===== config.mk =====
export PLATFORM = sky130hd
export DESIGN_NAME = md5_digest_top_flat
export DESIGN_NICKNAME = d
export VERILOG_FILES = /design/src/sv/md5d_pkg.sv /design/src/sv/md5d_if.sv /design/src/sv/md5d_round.sv /design/src/sv/md5_digest_top.sv /design/src/flat_wrapper.sv
export SDC_FILE = /design/constraint.sdc
export NUM_CORES = 2
export LEC_CHECK = 0
export ABC_AREA = 0
export BUFFER_PORTS_ARGS = -buffer_cell sky130_fd_sc_hd__buf_4
export CAP_MARGIN = 10
export CORE_ASPECT_RATIO = 0.5
export CORE_UTILIZATION = 35
export CTS_CLUSTER_SIZE = 16
export DETAILED_ROUTE_END_ITERATION = 8
export HOLD_SLACK_MARGIN = 0.06
export PLACE_DENSITY = 0.46
export SLEW_MARGIN = 0
export SYNTH_ARGS = -nofsm -noshare
export SYNTH_HDL_FRONTEND = slang
export SYNTH_SLANG_ARGS = --single-unit
export TNS_END_PERCENT = 20

===== constraint.sdc =====
create_clock -name clk -period 8.4 [get_ports clk]
set_input_delay 1.68 -clock clk [delete_from_list [all_inputs] [get_ports clk]]
set_output_delay 1.68 -clock clk [all_outputs]
set_load 0.1 [all_outputs]

===== src/sv/md5d_pkg.sv =====
// md5d_pkg: shared types, constants and helper functions of the MD5 digest block.
// No dependencies; compiled first.
package md5d_pkg;

  typedef struct packed {
    logic [31:0] a;
    logic [31:0] b;
    logic [31:0] c;
    logic [31:0] d;
  } md5d_regs_t;

  localparam md5d_regs_t MD5_INIT = '{
    a: 32'h67452301,
    b: 32'hEFCDAB89,
    c: 32'h98BADCFE,
    d: 32'h10325476
  };

  localparam logic [31:0] PAD_BYTE   = 32'h0000_0080;
  localparam logic [3:0]  LEN_LO_POS = 4'd14;
  localparam logic [3:0]  LAST_POS   = 4'd15;
  localparam logic [5:0]  LAST_ROUND = 6'd63;
  localparam logic [2:0]  FULL_BYTES = 3'd4;

  localparam logic [31:0] SINE_K [64] = '{
    32'hd76aa478, 32'he8c7b756, 32'h242070db, 32'hc1bdceee,
    32'hf57c0faf, 32'h4787c62a, 32'ha8304613, 32'hfd469501,
    32'h698098d8, 32'h8b44f7af, 32'hffff5bb1, 32'h895cd7be,
    32'h6b901122, 32'hfd987193, 32'ha679438e, 32'h49b40821,
    32'hf61e2562, 32'hc040b340, 32'h265e5a51, 32'he9b6c7aa,
    32'hd62f105d, 32'h02441453, 32'hd8a1e681, 32'he7d3fbc8,
    32'h21e1cde6, 32'hc33707d6, 32'hf4d50d87, 32'h455a14ed,
    32'ha9e3e905, 32'hfcefa3f8, 32'h676f02d9, 32'h8d2a4c8a,
    32'hfffa3942, 32'h8771f681, 32'h6d9d6122, 32'hfde5380c,
    32'ha4beea44, 32'h4bdecfa9, 32'hf6bb4b60, 32'hbebfbc70,
    32'h289b7ec6, 32'heaa127fa, 32'hd4ef3085, 32'h04881d05,
    32'hd9d4d039, 32'he6db99e5, 32'h1fa27cf8, 32'hc4ac5665,
    32'hf4292244, 32'h432aff97, 32'hab9423a7, 32'hfc93a039,
    32'h655b59c3, 32'h8f0ccc92, 32'hffeff47d, 32'h85845dd1,
    32'h6fa87e4f, 32'hfe2ce6e0, 32'ha3014314, 32'h4e0811a1,
    32'hf7537e82, 32'hbd3af235, 32'h2ad7d2bb, 32'heb86d391
  };

  localparam logic [4:0] STEP_SHIFT [16] = '{
    5'd7, 5'd12, 5'd17, 5'd22, 5'd5, 5'd9, 5'd14, 5'd20,
    5'd4, 5'd11, 5'd16, 5'd23, 5'd6, 5'd10, 5'd15, 5'd21
  };

  // Message word used by round j.
  function automatic logic [3:0] msg_index(input logic [5:0] j);
    logic [3:0] jl;
    logic [3:0] idx;
    begin
      jl = j[3:0];
      case (j[5:4])
        2'd0:    idx = jl;
        2'd1:    idx = 4'(5 * jl + 1);
        2'd2:    idx = 4'(3 * jl + 5);
        default: idx = 4'(7 * jl);
      endcase
      return idx;
    end
  endfunction

  function automatic logic [31:0] rotl32(input logic [31:0] x, input logic [4:0] s);
    logic [63:0] dbl;
    begin
      dbl = {x, x} << s;
      return dbl[63:32];
    end
  endfunction

endpackage


===== src/sv/md5d_if.sv =====
// md5d_in_if / md5d_out_if: valid/ready channels of the MD5 digest block.
// No dependencies.
interface md5d_in_if;
  logic        valid;
  logic        ready;
  logic [31:0] word;
  logic [2:0]  valid_bytes;
  logic        last_word;

  modport source (output valid, output word, output valid_bytes, output last_word,
                  input ready);
  modport sink (input valid, input word, input valid_bytes, input last_word,
                output ready);
endinterface

interface md5d_out_if;
  logic        valid;
  logic        ready;
  logic [31:0] digest_word;
  logic [1:0]  word_index;
  logic        last_of_digest;

  modport source (output valid, output digest_word, output word_index,
                  output last_of_digest, input ready);
  modport sink (input valid, input digest_word, input word_index,
                input last_of_digest, output ready);
endinterface


===== src/sv/md5d_round.sv =====
// md5d_round: one MD5 step (round function, add, rotate) shared by all 64 rounds.
// Depends on md5d_pkg.
module md5d_round (
  input  md5d_pkg::md5d_regs_t cur,
  input  logic [31:0]          km,
  input  logic [5:0]           round,
  output md5d_pkg::md5d_regs_t nxt
);
  import md5d_pkg::*;

  logic [31:0] f;
  logic [31:0] sum;
  logic [31:0] rot;

  always_comb begin
    case (round[5:4])
      2'd0:    f = (cur.b & cur.c) | (~cur.b & cur.d);
      2'd1:    f = (cur.b & cur.d) | (cur.c & ~cur.d);
      2'd2:    f = cur.b ^ cur.c ^ cur.d;
      default: f = cur.c ^ (cur.b | ~cur.d);
    endcase
  end

  // km already holds K[j] + M[g(j)]
  assign sum = cur.a + f + km;
  assign rot = rotl32(sum, STEP_SHIFT[{round[5:4], round[1:0]}]);

  assign nxt.a = cur.d;
  assign nxt.b = cur.b + rot;
  assign nxt.c = cur.b;
  assign nxt.d = cur.c;

endmodule


===== src/sv/md5_digest_top.sv =====
// MD5 digest: a word not closing a block is only stored; a word that fills a block
// then runs K+M prefetch, 64 rounds on the shared step unit and the chaining add.
// The last word adds one pad word per cycle and one or two block passes, then
// four digest transfers, one per cycle while the receiver is ready.
// Synchronous reset loads the initial chaining values and clears all counters.
module md5_digest_top (
  input logic         clk,
  input logic         rst,
  md5d_in_if.sink     msg,
  md5d_out_if.source  digest
);
  import md5d_pkg::*;

  localparam logic [2:0] S_IDLE = 3'd0;
  localparam logic [2:0] S_PAD  = 3'd1;
  localparam logic [2:0] S_PRE  = 3'd2;
  localparam logic [2:0] S_RUN  = 3'd3;
  localparam logic [2:0] S_FIN  = 3'd4;
  localparam logic [2:0] S_OUT  = 3'd5;

  localparam logic [1:0] PH_NONE = 2'd0;
  localparam logic [1:0] PH_BYTE = 2'd1;
  localparam logic [1:0] PH_ZERO = 2'd2;
  localparam logic [1:0] PH_HI   = 2'd3;

  logic [2:0]  state;
  logic [31:0] blk [16];
  md5d_regs_t  chain;
  md5d_regs_t  regs;
  md5d_regs_t  regs_next;
  logic [3:0]  wib;
  logic [63:0] bit_count;
  logic [5:0]  round;
  logic [1:0]  phase;
  logic [1:0]  oidx;
  logic [31:0] km;
  logic [31:0] km_next;
  logic [5:0]  jn;

  logic        accept;
  logic        out_xfer;
  logic [2:0]  n_eff;
  logic [31:0] in_word;
  logic [5:0]  in_bits;
  logic [31:0] pad_word;
  logic        wr_en;
  logic [31:0] wr_data;

  assign msg.ready = (state == S_IDLE);
  assign accept    = msg.valid && msg.ready;
  assign out_xfer  = digest.valid && digest.ready;

  always_comb begin
    n_eff = FULL_BYTES;
    if (msg.last_word && msg.valid_bytes < FULL_BYTES) begin
      n_eff = msg.valid_bytes;
    end
    case (n_eff)
      3'd0:    in_word = PAD_BYTE;
      3'd1:    in_word = {16'h0, PAD_BYTE[7:0], msg.word[7:0]};
      3'd2:    in_word = {8'h0, PAD_BYTE[7:0], msg.word[15:0]};
      3'd3:    in_word = {PAD_BYTE[7:0], msg.word[23:0]};
      default: in_word = msg.word;
    endcase
    in_bits = {n_eff, 3'b000};
  end

  always_comb begin
    if (phase == PH_BYTE) begin
      pad_word = PAD_BYTE;
    end else if (phase == PH_HI) begin
      pad_word = bit_count[63:32];
    end else if (wib == LEN_LO_POS) begin
      pad_word = bit_count[31:0];
    end else begin
      pad_word = 32'h0;
    end
  end

  assign wr_en   = accept || (state == S_PAD);
  assign wr_data = accept ? in_word : pad_word;

  always_ff @(posedge clk) begin
    if (wr_en) begin
      blk[wib] <= wr_data;
    end
  end

  assign jn      = (state == S_RUN) ? round + 6'd1 : 6'd0;
  assign km_next = SINE_K[jn] + blk[msg_index(jn)];

  md5d_round u_round (
    .cur   (regs),
    .km    (km),
    .round (round),
    .nxt   (regs_next)
  );

  always_ff @(posedge clk) begin
    if (rst) begin
      state     <= S_IDLE;
      chain     <= MD5_INIT;
      regs      <= MD5_INIT;
      wib       <= '0;
      bit_count <= '0;
      round     <= '0;
      phase     <= PH_NONE;
      oidx      <= '0;
    end else begin
      case (state)
        S_IDLE: begin
          if (accept) begin
            wib       <= wib + 4'd1;
            bit_count <= bit_count + 64'(in_bits);
            if (!msg.last_word) begin
              phase <= PH_NONE;
            end else if (n_eff == FULL_BYTES) begin
              phase <= PH_BYTE;
            end else begin
              phase <= PH_ZERO;
            end
            if (wib == LAST_POS) begin
              state <= S_PRE;
            end else if (msg.last_word) begin
              state <= S_PAD;
            end
          end
        end
        S_PAD: begin
          wib <= wib + 4'd1;
          if (phase == PH_BYTE) begin
            phase <= PH_ZERO;
          end else if (phase == PH_ZERO && wib == LEN_LO_POS) begin
            phase <= PH_HI;
          end
          if (wib == LAST_POS) begin
            state <= S_PRE;
          end
        end
        S_PRE: begin
          regs  <= chain;
          round <= '0;
          km    <= km_next;
          state <= S_RUN;
        end
        S_RUN: begin
          regs  <= regs_next;
          km    <= km_next;
          round <= round + 6'd1;
          if (round == LAST_ROUND) begin
            state <= S_FIN;
          end
        end
        S_FIN: begin
          chain.a <= chain.a + regs.a;
          chain.b <= chain.b + regs.b;
          chain.c <= chain.c + regs.c;
          chain.d <= chain.d + regs.d;
          case (phase)
            PH_NONE: state <= S_IDLE;
            PH_HI:   state <= S_OUT;
            default: state <= S_PAD;
          endcase
        end
        S_OUT: begin
          if (out_xfer) begin
            oidx <= oidx + 2'd1;
            if (oidx == 2'd3) begin
              chain     <= MD5_INIT;
              regs      <= MD5_INIT;
              wib       <= '0;
              bit_count <= '0;
              phase     <= PH_NONE;
              state     <= S_IDLE;
            end
          end
        end
        default: state <= S_IDLE;
      endcase
    end
  end

  assign digest.valid          = (state == S_OUT);
  assign digest.word_index     = oidx;
  assign digest.last_of_digest = (oidx == 2'd3);

  always_comb begin
    case (oidx)
      2'd0:    digest.digest_word = chain.a;
      2'd1:    digest.digest_word = chain.b;
      2'd2:    digest.digest_word = chain.c;
      default: digest.digest_word = chain.d;
    endcase
  end

endmodule


===== src/flat_wrapper.sv =====
// flat-port wrapper written by rule: the top's interface ports become plain ports
module md5_digest_top_flat import md5d_pkg::*;
  (clk, rst, msg_valid, msg_word, msg_valid_bytes, msg_last_word, msg_ready, digest_valid, digest_digest_word, digest_word_index, digest_last_of_digest, digest_ready);
  md5d_in_if msg_i ();
  md5d_out_if digest_i ();
  input logic clk;
  input logic rst;
  input wire logic [$bits(msg_i.valid)-1:0] msg_valid;
  input wire logic [$bits(msg_i.word)-1:0] msg_word;
  input wire logic [$bits(msg_i.valid_bytes)-1:0] msg_valid_bytes;
  input wire logic [$bits(msg_i.last_word)-1:0] msg_last_word;
  output wire logic [$bits(msg_i.ready)-1:0] msg_ready;
  output wire logic [$bits(digest_i.valid)-1:0] digest_valid;
  output wire logic [$bits(digest_i.digest_word)-1:0] digest_digest_word;
  output wire logic [$bits(digest_i.word_index)-1:0] digest_word_index;
  output wire logic [$bits(digest_i.last_of_digest)-1:0] digest_last_of_digest;
  input wire logic [$bits(digest_i.ready)-1:0] digest_ready;
  assign msg_i.valid = msg_valid;
  assign msg_i.word = msg_word;
  assign msg_i.valid_bytes = msg_valid_bytes;
  assign msg_i.last_word = msg_last_word;
  assign msg_ready = msg_i.ready;
  assign digest_valid = digest_i.valid;
  assign digest_digest_word = digest_i.digest_word;
  assign digest_word_index = digest_i.word_index;
  assign digest_last_of_digest = digest_i.last_of_digest;
  assign digest_i.ready = digest_ready;
  md5_digest_top u_core (.clk(clk), .rst(rst), .msg(msg_i), .digest(digest_i));
endmodule

Yosys cells after proc, flatten, opt, wreduce, memory -nomap -nowiden
Memory sizes are Yosys's and may differ from the RTL's.
Cells that the tools add are included.
- $add $sub $neg: 14
- multipliers: 3
- $lt $le $gt $ge: 3
- equal/unequal tests: 29
- shift operators: 1
- muxes and demuxes: 46
- bitwise gates (word level): 15
- reductions and logical operators: 25
- operators by type and width (operator ; count):
    128-bit one-hot mux with 3 select lines ; 1
    32-bit adder ; 8
    128-bit two-way mux ; 2
    128-bit one-hot mux with 2 select lines ; 1
    32-bit two-way mux ; 6
    64-bit two-way mux ; 3
    32-bit one-hot mux with 3 select lines ; 2
    32-bit bitwise AND ; 4
    32-bit one-hot mux with 4 select lines ; 1
    64-bit one-hot mux with 2 select lines ; 1
    32-bit bitwise OR ; 3
    32-bit XOR ; 3
    64-bit by 6-bit adder with 64-bit output ; 1
    32-bit NOT ; 2
    64-bit by 5-bit << shifter with 64-bit output ; 1
    3-bit two-way mux ; 8
    4-bit one-hot mux with 3 select lines ; 2
    3-bit one-hot mux with 6 select lines ; 1
    2-bit two-way mux ; 7
    2-bit == test, second input constant ; 6
    3-bit by 2-bit == test with 1-bit output, second input constant ; 4
    4-bit two-way mux ; 3
    6-bit one-hot mux with 2 select lines ; 1
    5-bit two-way mux ; 2
    35 further kinds ; 63
- bits in registers: 369
- memory bits (writable): 512
- memory bits (read-only): 2128
- output and inout bits: 37
- memories kept: 3
- memories (memory ; depth ; width ; read ports ; clocked after memory_dff ; wr ports ; line ; source):
    (name not given) ; 64 ; 32 ; 1 ; 0 ; 0 ; md5_digest_top.sv:90 ; assign km_next = SINE_K[jn] + blk[msg_index(jn)];
    u_core.blk ; 16 ; 32 ; 1 ; 0 ; 1 ; md5_digest_top.sv:27 ; logic [31:0] blk [16];
    (name not given) ; 16 ; 5 ; 1 ; 0 ; 0 ; md5d_round.sv:26 ; assign rot = rotl32(sum, STEP_SHIFT[{round[5:4], round[1:0]}]);

Logic depth before layout (Yosys ltp)
- depth in word-level cells: 9
- mapped depth: 39

Cells and area by module
A second synthesis with hierarchy kept.
- cells, all modules: 5464
- area total of the unflattened synthesis: 54718.7 um^2
- modules (own cells, without submodules) (module ; times used ; cells an instance ; area each (um^2)):
    md5_digest_top ; 1 ; 4186 ; 45640.0
    md5d_round ; 1 ; 1278 ; 9078.7

Worst setup path after synthesis
Ideal clock, no wire load.
- path kind: register -> register
- start: register u_core.round[4]
- end: register u_core.regs[92] (netlist bit)
- library setup time: 132 ps
- arrival: 7473 ps
- data required time: 8268 ps
- setup slack: 796 ps
- stages on the path, launching flop included: 39
- buffers on the path: 4
- path through: dfxtp_1 buf_2 buf_2 clkbuf_1 buf_1 nor2_1 xnor2_1 o21ai_0 a31oi_1 fa_1 ha_1 inv_1 fa_1 nand2b_1 a21oi_1 o21ai_1 o211a_1 a21oi_1 [... 3 more ...] mux2i_1 mux2i_1 mux2i_1 mux2_2 ha_1 fa_1 nand3_1 a21boi_0 o21ai_0 a21o_1 a32oi_1 a211o_1 a41oi_2 o211ai_1 a41oi_1 xnor2_1 a221oi_1 nor3_1
- longest elaborated chain between the ends: 7
- RTL lines (what ; line ; source):
    start: declaration ; md5_digest_top.sv:33 ; logic [5:0] round;
    start signal: assignment ; md5_digest_top.sv:149 ; round <= round + 6'd1;
    2-bit == test, or another cell as far along ; md5d_round.sv:16 ; case (round[5:4])
    32-bit one-hot mux with 3 select lines or memory read 16 x 5 bit (tied branches) ; n/a ;
    32-bit adder or 5-bit two-way mux (tied branches) (2 in series) ; md5d_round.sv:25, md5d_round.sv:26 ;
    64-bit by 5-bit << shifter with 64-bit output * ; md5d_pkg.sv:68 ; dbl = {x, x} << s;
    32-bit adder * ; md5d_round.sv:29 ; assign nxt.b = cur.b + rot;
    128-bit one-hot mux with 3 select lines * ; md5_digest_top.sv:110 ; case (state)
    end signal: assignment ; md5_digest_top.sv:141 ; regs <= chain;
    end signal: assignment ; md5_digest_top.sv:147 ; regs <= regs_next;
    end: declaration ; md5_digest_top.sv:29 ; md5d_regs_t regs;
Mark *: on every way between the ends. The rest lies on a longest branch, timed or not. The select of a mux whose other input is x is not followed.
A chain may end at the register's enable or synchronous reset.

Worst setup path after layout
Same ends and word-level chain as after synthesis.

==> metrics <==
status completed; Die X 552 um; H-tree depth 3; Hold Crit Start u_core.chain[50]; CTS Buf Count 88; Avg Cell Area, Syn 10.1 um2; WS Path Type register to register; Worst Hold Depth 2; Synth cell types 106; Worst Path Required 8950 ps; register bit count reported by yosys 878; HPWL Detailed 130000 um; Hold Vio Cnt, Final 0; Bufs on Longest Clock Path 3; Hold WC Path Type register to register; crit path max fanout 33; crit path max-delay cell type fa_1; CTS tree built; EDFF count, synth 544; commonest non-fill, non-tap cells in the layout edfxtp_1 (544), nor2_1 (480), nand2_1 (467), a21oi_1 (356), dfxtp_1 (332); vias 43200; most common cell after layout, fill and taps aside edfxtp_1; Setup TNS 0 ps; power per cell area 204 nW/um2; nets 5651; Yosys warning total 0; FP Rows 100; vias in the first global route 42000; DR DRC count 0; Max Slew Vio Count 0; Detail Route Antenna Nets 0; initial antenna violation count 2; Pre-Repair DR Iteration Count 8; Rel. slew slack 0.179; Peak VDD IR 145 uV; Crit. End Element register; total detailed-routing wirelength 190000 um; total track usage 0.244; dominant synthesized flop cell edfxtp_1; Max-Cap Viols 0; Synthesized Nets 5607; met3 GRT Util 0.0410; R2R setup slack 500 ps; Ports 77; Std-Cell Core Area 150000 um2; Setup violations, final 0; GPL Wtd Cong 0.963; clk sinks 878; Period Utilization, post-route 0.940; grt met2 use 0.386; Worst-path clk slew 60 ps; Starting Density 0.355; f_max 0.127 GHz; layout cells sized above 1 0.120; wire length of the first global-routing pass 281000 um; Worst-Skew Late Latency 720 ps; root buffer cell clkbuf_16; DRT iter0 DRCs 4024; synthesis-to-finish area growth 12.1%; R2R cell count 33; CP arrival 8450 ps; Critical Path Start Type register; Final Power 12.1 mW; Die Ht 277 um; largest net degree at the start of global routing 89; PortBufs 76; busiest grt layer met2; max incr delay on CP 510 ps; cts-stage hold buffer count 0; Worst Skew 47.6 ps; placed cell count 7202; r2r startpoint u_core.round[4]; Seq/Total Area, Yosys 0.434; Synth Cell Area 53000 um2; reg2reg end u_core.regs[92]; grt total ovfl 0; Leak 22.0 nW; Cell Count, Final, Fillers Out 7364; worst-margin pin slew 1230 ps; Period minus WS final 7900 ps; routing usage on met1 0.343; Wirelength per Cell 25.8 um; Crit path top cell by count mux2i_1; Async SR Flop Fraction 0; DR vias/cell 5.87; die area 153000 um2; WHS Endpoint u_core.chain[50]; Gate Count Post-Synth 5262
## what timing repair did
action / in CTS / in global routing
resized for setup: 0 / 21
endpoints found under the hold margin: 0 / 0
setup endpoints to repair: 0 / 12
buffers inserted: 0 / 0
## flip-flops by register name, indices dropped and copies added (netlist names)
signal                    flops
u_core.wib                    4
u_core.km                    32
u_core.digest.word_index      2
u_core.chain                128
u_core.blk                  512
u_core.regs                 128
u_core.phase                  2
u_core.state                  3
u_core.round                  6
u_core.bit_count             61
## kinds of logic after synthesis
| logic type | after synthesis | share of synthesized area |
|---|---|---|
| buffers and inverters | 535 | 0.0399 |
| xor gates and xnor gates | 297 | 0.0501 |
| AOI/OAI and AO/OA | 1478 | 0.186 |
| DFF | 878 | 0.434 |
| and+or+nand+nor | 1489 | 0.127 |
| adders and majority gates | 305 | 0.0779 |
| muxes | 280 | 0.0844 |
## metrics by stage
| stage | util | instance area (um2) | hold WS (ps) | setup slack (ps) |
|---|---|---|---|---|
| global placement | 0.378 | 56500 | 482 | 279 |
| finish | 0.398 | 59400 | 503 | 504 |
| detailed placement | 0.378 | 56500 | 494 | 295 |
| global route | 0.398 | 59400 | 531 | -2.02 |
| CTS | 0.397 | 59300 | 503 | 245 |
| floorplan | - | 53000 | 465 | 796 |
## cells in the mapped netlist (68+ instances only)
| library cell | number | area share |
|---|---|---|
| mux4_2 | 131 | 0.056 |
| clkbuf_1 | 237 | 0.017 |
| xor2_1 | 142 | 0.023 |
| nor3_1 | 130 | 0.012 |
| a221oi_1 | 85 | 0.014 |
| nor2_1 | 494 | 0.035 |
| edfxtp_1 | 544 | 0.31 |
| dfxtp_1 | 334 | 0.13 |
| a31oi_1 | 68 | 0.0080 |
| nand3_1 | 84 | 0.0079 |
| a21o_1 | 95 | 0.013 |
| mux2i_1 | 125 | 0.024 |
| a22oi_1 | 68 | 0.0096 |
| inv_1 | 226 | 0.016 |
| o22ai_1 | 127 | 0.015 |
| a211oi_1 | 93 | 0.013 |
| o21ai_0 | 238 | 0.022 |
| a21oi_1 | 364 | 0.034 |
| xnor2_1 | 149 | 0.025 |
| nand2_1 | 472 | 0.033 |
| ha_1 | 263 | 0.062 |
## layer usage
layer,vias up,part of all wire
li1,19800,-
met1,21700,0.46
met2,1484,0.45
met3,273,0.067
met4,0,0.025
met5,-,0
## power by group
| group | leakage, nW | total [mW] | internal (mW) | switching, mW |
|---|---|---|---|---|
| Combinational | 12.9 | 3.33 | 1.29 | 2.04 |
| Clock | 1.36 | 3.99 | 2.16 | 1.83 |
| Sequential | 7.70 | 4.83 | 4.74 | 0.0921 |
## how the worst max path moves through the flow
stage	start	end	slack, ps	cells past startpoint
CTS	u_core.regs[1]	u_core.regs[92]	240	34
detailed placement	u_core.regs[1]	u_core.regs[92]	290	34
finish	u_core.round[4]	u_core.regs[92]	500	33
floorplan	u_core.round[4]	u_core.regs[92]	800	38
global route	u_core.round[4]	u_core.regs[88]	-2	33
global placement	u_core.regs[1]	u_core.regs[94]	280	34
## cell type report
type / count / area [um2]
fillers: 14500 / 90100
multi-input cells: 3849 / 28200
flip-flops and latches: 878 / 23000
well taps: 1989 / 2490
clock buffers: 120 / 2410
repair buffers: 255 / 2000
inverters: 234 / 880
clock inverters: 37 / 418
diodes: 2 / 5.00
## critical path: cells and delay by family (launching register included)
| family | cells | cell delay, ps |
|---|---|---|
| and+or+nand+nor | 6 | 930 |
| DFF | 1 | 430 |
| buffers and inverters | 2 | 400 |
| muxes | 5 | 1070 |
| AOI/OAI and AO/OA | 13 | 2910 |
| adders and majority gates | 4 | 1530 |
| xor gates and xnor gates | 3 | 420 |
Power figures use the tool's default switching activity.
